$ cat config.mk
export PLATFORM = sky130hd
export DESIGN_NAME = light_bar_pair_selector
export DESIGN_NICKNAME = d
export VERILOG_FILES = /design/src/lbps_pkg.sv /design/src/lbps_cordic.sv /design/src/light_bar_pair_selector.sv
export SDC_FILE = /design/constraint.sdc
export NUM_CORES = 2
export LEC_CHECK = 0
export BUFFER_PORTS_ARGS = -buffer_cell sky130_fd_sc_hd__buf_2
export CELL_PAD_IN_SITES_DETAIL_PLACEMENT = 0
export CELL_PAD_IN_SITES_GLOBAL_PLACEMENT = 1
export CORE_ASPECT_RATIO = 0.8
export CORE_MARGIN = 1
export CORE_UTILIZATION = 49
export DETAILED_ROUTE_END_ITERATION = 6
export PLACE_DENSITY_LB_ADDON = 0.1
export SYNTH_ARGS = -nofsm -noshare
export SYNTH_HDL_FRONTEND = slang
export SYNTH_SLANG_ARGS = --single-unit
export TNS_END_PERCENT = 50
$ cat constraint.sdc
create_clock -name i_clk -period 13.1 [get_ports i_clk]
set_input_delay 0.655 -clock i_clk [delete_from_list [all_inputs] [get_ports i_clk]]
set_output_delay 0.655 -clock i_clk [all_outputs]
set_load 0.05 [all_outputs]
$ cat src/lbps_pkg.sv
// ----------------------------------------------------------------------------
// lbps_pkg: shared types and constants for the light bar pair selector
// Holds field widths, register indexes, the CORDIC arctangent table and
// the sequencer state type.
// ----------------------------------------------------------------------------
package lbps_pkg;

    localparam int MaxBars     = 32;
    localparam int IdxW        = $clog2(MaxBars);
    localparam int CntW        = $clog2(MaxBars + 1);
    localparam int CordicSteps = 15;
    localparam int StepW       = 4;
    localparam int AngleW      = 15;
    localparam int AngleMax    = 25736;
    localparam int CordW       = 32;   // h,w * 2^16 plus growth, signed

    localparam logic [1:0] RegAngleThr = 2'd0;
    localparam logic [1:0] RegMinH     = 2'd1;
    localparam logic [1:0] RegMinW     = 2'd2;
    localparam logic [1:0] RegAspect   = 2'd3;

    typedef struct packed {
        logic [11:0]       x;
        logic [11:0]       y;
        logic [11:0]       w;
        logic [11:0]       h;
        logic [AngleW-1:0] ang;
    } t_bar;

    typedef enum logic [2:0] {
        S_IDLE,
        S_CORDIC,
        S_RD_A,
        S_RD_B,
        S_CMP,
        S_OUT
    } t_state;

    function automatic logic [13:0] atan_tab(input logic [StepW-1:0] i);
        case (i)
            4'd0:    atan_tab = 14'd12868;
            4'd1:    atan_tab = 14'd7596;
            4'd2:    atan_tab = 14'd4014;
            4'd3:    atan_tab = 14'd2037;
            4'd4:    atan_tab = 14'd1023;
            4'd5:    atan_tab = 14'd512;
            4'd6:    atan_tab = 14'd256;
            4'd7:    atan_tab = 14'd128;
            4'd8:    atan_tab = 14'd64;
            4'd9:    atan_tab = 14'd32;
            4'd10:   atan_tab = 14'd16;
            4'd11:   atan_tab = 14'd8;
            4'd12:   atan_tab = 14'd4;
            4'd13:   atan_tab = 14'd2;
            4'd14:   atan_tab = 14'd1;
            default: atan_tab = 14'd0;
        endcase
    endfunction

endpackage

$ cat src/lbps_cordic.sv
// ----------------------------------------------------------------------------
// lbps_cordic: iterative CORDIC vectoring unit
// One micro-rotation per cycle; angle of (w, h) in 2^-14 rad, clamped.
// ----------------------------------------------------------------------------
module lbps_cordic (
    input  logic                             i_clk,
    input  logic                             i_rst_n,
    input  logic                             i_start,
    input  logic [11:0]                      i_w,
    input  logic [11:0]                      i_h,
    output logic                             o_done,
    output logic [lbps_pkg::AngleW-1:0]      o_angle
);
    logic signed [lbps_pkg::CordW-1:0] r_x, r_y, n_x, n_y;
    logic signed [16:0]                r_z, n_z;
    logic [lbps_pkg::StepW-1:0]        r_i;
    logic                              r_busy, r_done;
    logic signed [lbps_pkg::CordW-1:0] dx, dy;
    logic signed [16:0]                t;

    assign dx = r_y >>> r_i;
    assign dy = r_x >>> r_i;
    assign t  = signed'({3'b000, lbps_pkg::atan_tab(r_i)});

    always_comb begin
        if (r_y >= 0) begin
            n_x = r_x + dx; n_y = r_y - dy; n_z = r_z + t;
        end else begin
            n_x = r_x - dx; n_y = r_y + dy; n_z = r_z - t;
        end
    end

    always_ff @(posedge i_clk) begin
        if (!i_rst_n) begin
            r_busy <= 1'b0;
            r_done <= 1'b0;
        end else begin
            r_done <= 1'b0;
            if (i_start) begin
                r_busy <= 1'b1;
                r_i    <= '0;
                r_x    <= signed'({4'd0, i_w, 16'd0});
                r_y    <= signed'({4'd0, i_h, 16'd0});
                r_z    <= '0;
            end else if (r_busy) begin
                r_x <= n_x; r_y <= n_y; r_z <= n_z;
                r_i <= r_i + 1'b1;
                if (r_i == lbps_pkg::StepW'(lbps_pkg::CordicSteps - 1)) begin
                    r_busy <= 1'b0;
                    r_done <= 1'b1;
                end
            end
        end
    end

    assign o_done  = r_done;
    assign o_angle = (r_z < 0) ? '0 :
                     (r_z > 17'sd25736) ? lbps_pkg::AngleW'(lbps_pkg::AngleMax) :
                     r_z[lbps_pkg::AngleW-1:0];
endmodule

$ cat src/light_bar_pair_selector.sv
// ----------------------------------------------------------------------------
// light_bar_pair_selector: picks the best matching pair of light bars
// Filters rectangles, stores them with their angle, and at frame end
// searches all pairs for the smallest area difference under an angle limit.
// ----------------------------------------------------------------------------
// Usage:
//  - Input stream s_axis: one rectangle per word, tlast marks frame end.
//  - Output stream m_axis: one word per frame, sent after the last word.
//  - APB port sets angle threshold, min height, min width, aspect tenths.
//  - A kept rectangle runs the 15-step CORDIC loop plus handoff before the
//    next word is taken; a rejected one skips it. Ready is low while an item is in work.
//  - At frame end the pair search walks pairs i<j through the bar memory,
//    one pair at a time (two registered reads, one compare), for N >= 2
//    stored bars, and then passes through the output state.
//  - The output register holds the result while the receiver stalls; the
//    next frame's words are still taken, and its result waits in the
//    output state (ready low) until the register is free.
//  - Reset (synchronous, active low) restores register defaults and
//    clears the bar count, overflow flag and output valid. No clearing
//    pass: only entries below the count are ever read.
// ----------------------------------------------------------------------------
module light_bar_pair_selector (
    input  logic        i_clk,
    input  logic        i_rst_n,
    input  logic        s_axis_tvalid,
    output logic        s_axis_tready,
    // [11:0] rect_x, [23:12] rect_y, [35:24] rect_width, [47:36] rect_height
    input  logic [47:0] s_axis_tdata,
    input  logic        s_axis_tlast,   // frame_end
    output logic        m_axis_tvalid,
    input  logic        m_axis_tready,
    // [0] pair_found, [1] overflowed, [14:2] first_center_x, [26:15] first_top_y,
    // [39:27] first_bottom_y, [52:40] second_center_x, [64:53] second_top_y,
    // [77:65] second_bottom_y, [79:78] zero
    output logic [79:0] m_axis_tdata,
    input  logic        psel,
    input  logic        penable,
    input  logic        pwrite,
    input  logic [3:0]  paddr,
    input  logic [31:0] pwdata,
    output logic [31:0] prdata,
    output logic        pready
);
    localparam int IW = lbps_pkg::IdxW;
    localparam int CW = lbps_pkg::CntW;

    // configuration registers
    logic [14:0] r_thr;
    logic [11:0] r_min_h, r_min_w;
    logic [7:0]  r_aspect;
    logic        wr_en;
    logic [1:0]  reg_idx;

    assign pready  = 1'b1;
    assign reg_idx = paddr[3:2];
    assign wr_en   = psel && penable && pwrite && (paddr[1:0] == 2'b00);

    always_ff @(posedge i_clk) begin
        if (!i_rst_n) begin
            r_thr    <= 15'd5147;
            r_min_h  <= 12'd36;
            r_min_w  <= 12'd20;
            r_aspect <= 8'd13;
        end else if (wr_en) begin
            case (reg_idx)
                lbps_pkg::RegAngleThr: r_thr    <= pwdata[14:0];
                lbps_pkg::RegMinH:     r_min_h  <= pwdata[11:0];
                lbps_pkg::RegMinW:     r_min_w  <= pwdata[11:0];
                lbps_pkg::RegAspect:   r_aspect <= pwdata[7:0];
                default: ;
            endcase
        end
    end

    always_comb begin
        case (reg_idx)
            lbps_pkg::RegAngleThr: prdata = {17'd0, r_thr};
            lbps_pkg::RegMinH:     prdata = {20'd0, r_min_h};
            lbps_pkg::RegMinW:     prdata = {20'd0, r_min_w};
            lbps_pkg::RegAspect:   prdata = {24'd0, r_aspect};
            default:               prdata = '0;
        endcase
    end

    // input word fields
    logic [11:0] in_x, in_y, in_w, in_h;
    assign in_x = s_axis_tdata[11:0];
    assign in_y = s_axis_tdata[23:12];
    assign in_w = s_axis_tdata[35:24];
    assign in_h = s_axis_tdata[47:36];

    logic [15:0] h10;
    logic [19:0] w_asp;
    logic        keep;
    assign h10   = 16'(in_h) * 16'd10;
    assign w_asp = 20'(in_w) * 20'(r_aspect);
    assign keep  = (in_h > r_min_h) && (in_w > r_min_w) && (20'(h10) >= w_asp);

    lbps_pkg::t_state r_state, n_state;
    logic [CW-1:0] r_cnt;
    logic          r_ovf, r_last;
    logic [11:0]   r_x, r_y, r_w, r_h;
    logic [IW-1:0] r_i, r_j;
    logic          r_found;
    logic [23:0]   r_best;
    logic          in_acc, out_acc, out_free;

    assign s_axis_tready = (r_state == lbps_pkg::S_IDLE);
    assign in_acc   = s_axis_tvalid && s_axis_tready;
    assign out_acc  = m_axis_tvalid && m_axis_tready;
    assign out_free = !m_axis_tvalid || m_axis_tready;

    // CORDIC unit
    logic                      cord_start, cord_done;
    logic [lbps_pkg::AngleW-1:0] cord_ang;
    assign cord_start = in_acc && keep && (r_cnt < CW'(lbps_pkg::MaxBars));

    lbps_cordic u_cordic (
        .i_clk   (i_clk),
        .i_rst_n (i_rst_n),
        .i_start (cord_start),
        .i_w     (in_w),
        .i_h     (in_h),
        .o_done  (cord_done),
        .o_angle (cord_ang)
    );

    // bar memory, one write and one registered read port
    lbps_pkg::t_bar mem [lbps_pkg::MaxBars];
    lbps_pkg::t_bar r_rd, r_a, r_fa, r_fb;
    logic [IW-1:0]  rd_addr;
    logic           mem_we;

    assign mem_we = (r_state == lbps_pkg::S_CORDIC) && cord_done;

    always_ff @(posedge i_clk) begin
        if (mem_we)
            mem[r_cnt[IW-1:0]] <= '{x: r_x, y: r_y, w: r_w, h: r_h, ang: cord_ang};
        r_rd <= mem[rd_addr];
    end

    // RD_A reads bar i, RD_B latches it and reads bar j, CMP scores the pair
    assign rd_addr = (r_state == lbps_pkg::S_RD_B) ? r_j : r_i;

    // pair scoring: r_a holds bar i, r_rd bar j
    logic [14:0] adiff;
    logic [23:0] area_a, area_b, score;
    logic        pass, better, last_j, last_i;
    assign adiff  = (r_a.ang > r_rd.ang) ? r_a.ang - r_rd.ang : r_rd.ang - r_a.ang;
    assign area_a = 24'(r_a.w) * 24'(r_a.h);
    assign area_b = 24'(r_rd.w) * 24'(r_rd.h);
    assign score  = (area_a > area_b) ? area_a - area_b : area_b - area_a;
    assign pass   = adiff < r_thr;
    assign better = pass && (!r_found || score < r_best);
    assign last_j = (CW'(r_j) + 1'b1) >= r_cnt;
    assign last_i = (CW'(r_i) + 2'd2) >= r_cnt;

    logic start_search;
    assign start_search = r_cnt >= CW'(2);

    always_comb begin
        n_state = r_state;
        case (r_state)
            lbps_pkg::S_IDLE:
                if (in_acc) begin
                    if (cord_start)        n_state = lbps_pkg::S_CORDIC;
                    else if (s_axis_tlast) n_state = start_search ?
                                                     lbps_pkg::S_RD_A : lbps_pkg::S_OUT;
                end
            lbps_pkg::S_CORDIC:
                // the bar written now makes at least two when one was stored
                if (cord_done) begin
                    if (!r_last)              n_state = lbps_pkg::S_IDLE;
                    else if (r_cnt != '0)     n_state = lbps_pkg::S_RD_A;
                    else                      n_state = lbps_pkg::S_OUT;
                end
            lbps_pkg::S_RD_A: n_state = lbps_pkg::S_RD_B;
            lbps_pkg::S_RD_B: n_state = lbps_pkg::S_CMP;
            lbps_pkg::S_CMP:
                if (last_j && last_i) n_state = lbps_pkg::S_OUT;
                else                  n_state = lbps_pkg::S_RD_A;
            lbps_pkg::S_OUT:
                if (out_free) n_state = lbps_pkg::S_IDLE;
            default:          n_state = lbps_pkg::S_IDLE;
        endcase
    end

    always_ff @(posedge i_clk) begin
        if (!i_rst_n) begin
            r_state       <= lbps_pkg::S_IDLE;
            r_cnt         <= '0;
            r_ovf         <= 1'b0;
            r_found       <= 1'b0;
            m_axis_tvalid <= 1'b0;
        end else begin
            r_state <= n_state;
            if (in_acc) begin
                r_x <= in_x; r_y <= in_y; r_w <= in_w; r_h <= in_h;
                r_last <= s_axis_tlast;
                r_i <= '0; r_j <= IW'(1);
                r_found <= 1'b0;
                if (keep && !cord_start) r_ovf <= 1'b1;
            end
            if (mem_we) r_cnt <= r_cnt + 1'b1;
            if (r_state == lbps_pkg::S_RD_B) r_a <= r_rd;
            if (r_state == lbps_pkg::S_CMP) begin
                if (better) begin
                    r_found <= 1'b1;
                    r_best  <= score;
                    r_fa    <= r_a;
                    r_fb    <= r_rd;
                end
                if (last_j) begin
                    r_i <= r_i + 1'b1;
                    r_j <= r_i + IW'(2);
                end else begin
                    r_j <= r_j + 1'b1;
                end
            end
            // load the output register once the previous word has left
            if (r_state == lbps_pkg::S_OUT && out_free) begin
                m_axis_tvalid <= 1'b1;
                m_axis_tdata  <= {2'b00,
                    r_found ? {13'(r_fb.y) + 13'(r_fb.h), r_fb.y,
                               13'(r_fb.x) + 13'(r_fb.w[11:1])} : 38'd0,
                    r_found ? {13'(r_fa.y) + 13'(r_fa.h), r_fa.y,
                               13'(r_fa.x) + 13'(r_fa.w[11:1])} : 38'd0,
                    r_ovf, r_found};
                r_cnt   <= '0;
                r_ovf   <= 1'b0;
                r_found <= 1'b0;
            end else if (out_acc) begin
                m_axis_tvalid <= 1'b0;
            end
        end
    end

    // ------------------------------------------------------------------
    // Assertions
    // ------------------------------------------------------------------
    a_no_ready_busy: assert property (@(posedge i_clk) disable iff (!i_rst_n)
        (r_state != lbps_pkg::S_IDLE) |-> !s_axis_tready)
        else $error("ready while busy");
    a_cnt_range: assert property (@(posedge i_clk) disable iff (!i_rst_n)
        r_cnt <= CW'(lbps_pkg::MaxBars))
        else $error("bar count overflow");
    a_out_after_search: assert property (@(posedge i_clk) disable iff (!i_rst_n)
        $rose(m_axis_tvalid) |-> $past(r_state == lbps_pkg::S_OUT))
        else $error("result without search");
endmodule

# Yosys cells after proc, flatten, opt, wreduce, memory -nomap -nowiden
# Memory sizes are Yosys's and may differ from the RTL's. A register that Yosys moved wholly into a read port is not among the register bits.
# Cells that the tools add are included.
# word_totals
out_inout_bits	115
romBits	224
register_bits	466
in_bits	92
memories	2
ram_bits	2016
# memory_table
memory	words	word_bits	rd	rd_clocked_by_memory_dff	wr	line	source
mem	32	63	1	1	1	light_bar_pair_selector.sv:129	lbps_pkg::t_bar mem [lbps_pkg::MaxBars];
(name not given)	16	14	1	1	0	lbps_pkg.sv:40	case (i)
# op_classes
shifts	2
bitwise_logic	2
n_mux	44
order_cmp	14
n_eq_ne	13
multipliers	4
n_reduce_logical	40
addsub	21
# op_table
op	count
$mux 32	4
$pmux 32 s4	1
$add 32x32->32	2
$sshr 32x4->32	2
$sub 32x32->32	2
$mux 28	2
$mul 12x12->24	2
$sub 24x24->24	2
$mux 15	3
$mux 5	7
$mux 17	2
$ge 32x1->1 const B	1
$sub 15x15->15	2
$mux 3	9
$add 12x11->13	2
$add 12x12->13	2
$gt 12x12->1	2
$gt 24x24->1	1
$lt 24x24->1	1
$mux 24	1
$ge 16x20->1	1
$mul 12x8->20	1
$reduce_and 2->1	10
$pmux 3 s6	1
other kinds (39)	77

# Depth between registers and ports, before layout
# depth
depth_word	8
depth_mapped	45
depth_no_buf	43

# Modules after synthesis
# Synthesis repeated with hierarchy kept, for this count alone.
# hier_totals
hier_cells	8620
area_unflattened_um2	124640.8
# modules_own_cells
module	area_each_um2	cells_each	n_inst	seq_area_each_um2
light_bar_pair_selector	111801.0	7146	1	72529.6
lbps_cordic	12839.8	1474	1	2872.8

# Least setup slack after synthesis
# No wires, ideal clock.
# synth_timing
path_kind	flip-flop to flip-flop
startpoint	register r_a[18] in the netlist's numbering
endpoint	register r_best[0], enable pin
n_path_buf	4
setup_slack_ns	-1.188
t_required_ns	12.504
arrival_time_ns	13.692
synth_period_minus_slack_ns	14.288
stages_incl_launch_ff	41
path_cell_list	edfxtp_1 > clkbuf_1 > nand2_1 > fa_1 > inv_1 > fa_1 > fa_1 > fa_1 > inv_1 > fa_1 > inv_1 > ha_1 > nand2_1 > o21ai_0 > o41ai_1 > o311a_1 > a211o_1 > o21ai_0 > [5 not listed] > nand2b_1 > o211a_1 > nand2_1 > nor2_1 > clkbuf_1 > buf_1 > mux2i_1 > ha_1 > a21boi_0 > o21a_1 > o21a_1 > o21ai_0 > a21oi_1 > o31a_1 > o31ai_1 > a31oi_1 > o21bai_1 > nor2_1
# synth_between
elab_chain_cells	7
elab_cells_between_ends	9
classes_between	add/sub (2); mul (1); order compare (2); mux (1); reduce/logical (3)
# synth_rtl
element	line	source
start, declared	light_bar_pair_selector.sv:130	lbps_pkg::t_bar r_rd, r_a, r_fa, r_fb;
start signal, assigned	light_bar_pair_selector.sv:205	if (r_state == lbps_pkg::S_RD_B) r_a <= r_rd;
$mul 12x12->24	light_bar_pair_selector.sv:150	assign area_a = 24'(r_a.w) * 24'(r_a.h);
$gt 24x24->1	light_bar_pair_selector.sv:152	assign score = (area_a > area_b) ? area_a - area_b : area_b - area_a;
$mux 24	light_bar_pair_selector.sv:152	
named net score[1]	light_bar_pair_selector.sv:147	logic [23:0] area_a, area_b, score;
$lt 24x24->1	light_bar_pair_selector.sv:154	assign better = pass && (!r_found || score < r_best);
$logic_or 1x1->1	light_bar_pair_selector.sv:154	
$logic_and 1x1->1	light_bar_pair_selector.sv:154	
$reduce_and 3->1 (no source line)	n/a	
end signal, assigned	light_bar_pair_selector.sv:209	r_best <= score;
end, declared	light_bar_pair_selector.sv:105	logic [23:0] r_best;
# The timed path passes the listed nets, and every way through them passes these cells.
# A chain may end at the register's enable or synchronous reset.

# Worst setup path in the final report
# layout_timing
startpoint	register r_a[19] in the netlist's numbering
endpoint	register r_fb[43] in the netlist's numbering, enable pin
# layout_between
elab_chain_cells	7
elab_cells_between_ends	9
classes_between	add/sub (2); mul (1); order compare (2); mux (1); reduce/logical (3)
# layout_rtl
element	line	source
$mul 12x12->24	light_bar_pair_selector.sv:150	
$gt 24x24->1	light_bar_pair_selector.sv:152	
$mux 24	light_bar_pair_selector.sv:152	
named net score[1]	light_bar_pair_selector.sv:147	
$lt 24x24->1	light_bar_pair_selector.sv:154	
$logic_or 1x1->1	light_bar_pair_selector.sv:154	
$logic_and 1x1->1	light_bar_pair_selector.sv:154	
$reduce_and 3->1 (no source line)	n/a	
end signal, assigned	light_bar_pair_selector.sv:211	r_fb <= r_rd;
end, declared	light_bar_pair_selector.sv:130	
# The timed path passes the listed nets, and every way through them passes these cells.

==> impl_metrics.env <==
export IMPL_critPathMaxFanout=18
export IMPL_synth_top_area_share_pct=58.3
export IMPL_grt_pass1_vias=73400
export IMPL_cp_common_cell="fa_1"
export IMPL_placed_cell_area_mm2=0.129
export IMPL_synthAdderAreaFrac_pct=9.29
export IMPL_grt_max_degree=127
export IMPL_cts_resized=0
export IMPL_synth_top_family_by_area="multiplexers"
export IMPL_tritoncts_num_buffers=272
export IMPL_finalCriticalPeriod_ns=12.14
export IMPL_routed_via_count=73900
export IMPL_finalNetCount=9680
export IMPL_core_area_mm2=0.253
export IMPL_clock_latency_ns=0.86
export IMPL_setup_slack_ns=0.955
export IMPL_cts_root_buf="clkbuf_16"
export IMPL_drtIter0Drc=7582
export IMPL_grt_first_pass_wirelength_um=498000
export IMPL_syn2layout_area_growth_pct=11.1
export IMPL_status="complete, no violations"
export IMPL_worstPathRequired_ns=13.60
export IMPL_fmax_mhz=82.3
export IMPL_synth_cell_type_count=89
export IMPL_critPathMaxStageDelay_ns=0.81
export IMPL_worstPathArrival_ns=12.64
export IMPL_clock_sinks=2557
export IMPL_drc_errors=0
export IMPL_place_congestion=0.825
export IMPL_yosys_area_share_simple_pct=8.68
export IMPL_wl_per_cell_um=27.4
export IMPL_worst_setup_path_start_kind="register"
export IMPL_dpl_worst_slack_ns=0.936
export IMPL_rsz0062_at_grt="false"
export IMPL_final_setup_tns_ns=0
export IMPL_worst_slew_pin_slew_ns=1.42
export IMPL_ys_ff_latch=2557
export IMPL_synth_compound_area_share_pct=4.85
export IMPL_max_cap_viol_count=0
export IMPL_synth_top_cell_by_area="edfxtp_1"
export IMPL_cts_clk_slew_worst_paths_ns=0.06
export IMPL_synth_avg_cell_area_um2=14.4
export IMPL_seq_area_frac_synth_pct=60.6
export IMPL_htree_levels=5
export IMPL_ios=207
export IMPL_synth_cells=8620
export IMPL_path_class="register to register"
export IMPL_critPathSlowestCell="o41ai_1"
export IMPL_die_w_um=566
export IMPL_vias_per_cell=5.97
export IMPL_antenna_found_initial=32
export IMPL_clockBufferDepth=4
export IMPL_start_util_pct=49.3
export IMPL_numPortBuffers=169
export IMPL_max_slew_margin_rel_pct=5.02
export IMPL_die_area_mm2=0.256
export IMPL_ant_nets=0
export IMPL_fillers=20500
export IMPL_synth_ff_type="edfxtp_1"
export IMPL_rows=165
export IMPL_syn_area_mm2=0.125
export IMPL_post_route_cell_area_mm2=0.138
export IMPL_setup_viol=0
export IMPL_cts_setup_buffers=0
export IMPL_synth_xor_xnor_area_share_pct=1.79
export IMPL_yosys_warnings=0
export IMPL_grt_overflow=0
export IMPL_gr_usage_all_layers_pct=26.6
export IMPL_end_kind="register"
export IMPL_cts_tree="built"
export IMPL_dp_hpwl_um=205000
export IMPL_drive_gt1_share_pct=15.4
export IMPL_dr_pass1_iters=5
export IMPL_fin_crit_sh_pct=92.7
export IMPL_slew_violations=0
export IMPL_hold_path_class="input pin to register"
export IMPL_final_cell_mix="edfxtp_1, nand2_1, mux4_2"
export IMPL_ctsHoldBuffers=22
export IMPL_final_hold_viol_count=0
export IMPL_totalWireLength_um=340000
export IMPL_synth_edf_count=2419
export IMPL_synth_area_top_cells="edfxtp_1, mux4_2, ha_1, fa_1, nand2_1"
export IMPL_synth_mux_area_share_pct=11.7
export IMPL_ys_async_sr_fraction_pct=0
export IMPL_chipHeight_um=453
export IMPL_finClkSkew_ns=0.0803
export IMPL_final_common_cell="edfxtp_1"
## through the flow
step | instances | util, % | hold WS, ns
global route | 12400 | 54.7 | 0.0418
detailed placement | 11900 | 51.2 | 0.405
finish | 12400 | 54.7 | 0.0683
floorplan | 8638 | - | 0.400
global placement | 11900 | 51.2 | 0.404
CTS | 12400 | 54.7 | 0.0176
## worst paths after layout
kind,cells after the start,slack (ns),end,from
worst min-delay path,1,0.07,r_x[10],s_axis_tdata[10]
worst max-delay path,39,0.96,r_fb[43],r_a[19]
worst min register to register,0,0.40,r_fa[43],r_a[43]
worst max register to register,39,0.96,r_fb[43],r_a[19]
## flip-flops by register name, summed over array words and instances, names as in the netlist, 6 cells and up
signal	flops
mem	2016
m_axis_tdata	78
r_a	63
r_rd	63
r_fa	47
r_fb	47
u_cordic.r_x	32
u_cordic.r_y	32
r_best	24
u_cordic.r_z	17
r_thr	15
u_cordic.t	14
r_h	12
r_min_h	12
r_min_w	12
r_w	12
r_x	12
r_y	12
r_aspect	8
r_cnt	6
## Yosys cell counts, drive strengths merged (24+ instances only)
cell type,number
a21oi,258
edfxtp,2419
o21a,35
nand3,383
o211ai,32
buf,135
a31oi,26
fa,272
xnor2,149
dfxtp,138
nor3,105
xor2,105
o21bai,30
o21ai,285
nand2b,40
a211oi,37
clkbuf,283
mux2i,89
and3,24
nor2,322
mux4,592
nand4,34
mux2,26
inv,567
a21o,105
nor2b,43
a21boi,27
and2,219
ha,489
nand2,1124
## critical path: cells and delay by family, from the launching register on
| family | cells | cell delay (ns) |
|---|---|---|
| fa+ha+maj | 8 | 3.40 |
| simple gates | 9 | 2.42 |
| xor+xnor | 1 | 0.18 |
| compound gates | 15 | 3.87 |
| flops | 1 | 0.77 |
| mux | 1 | 0.27 |
| buf+inv | 5 | 0.88 |
## layer usage
metal	wire (um)	track usage, %	up-vias
li1	-	-	32400
met2	153000	40.9	2690
met5	80	0	-
met1	155000	40.5	38400
met3	24000	3.55	428
met4	7660	6.25	12
## kinds of logic (layout without fill, tap and decap cells)
logic type | Yosys count | after routing
simple gates | 2385 | 2385
mux | 707 | 707
buf+inv | 989 | 1372
xor+xnor | 254 | 254
compound gates | 965 | 965
other cells | 2 | 42
fa+ha+maj | 761 | 761
flops | 2557 | 2557
## layout make-up
cell class	count	area, um^2	area share (%)
Clock inverter	120	1180	0.855
Antenna cell	22	55.1	0.0398
Timing Repair Buffer	333	2280	1.65
Clock buffer	348	7440	5.38
Multi-Input combinational cell	5092	45600	33.0
Sequential cell	2557	75400	54.5
Inverter	571	2140	1.55
Tap cell	3340	4180	3.02
Power is left out: the tool's default activity adds up to more than one toggle a clock period on the data nets, which glitch-free logic cannot reach.
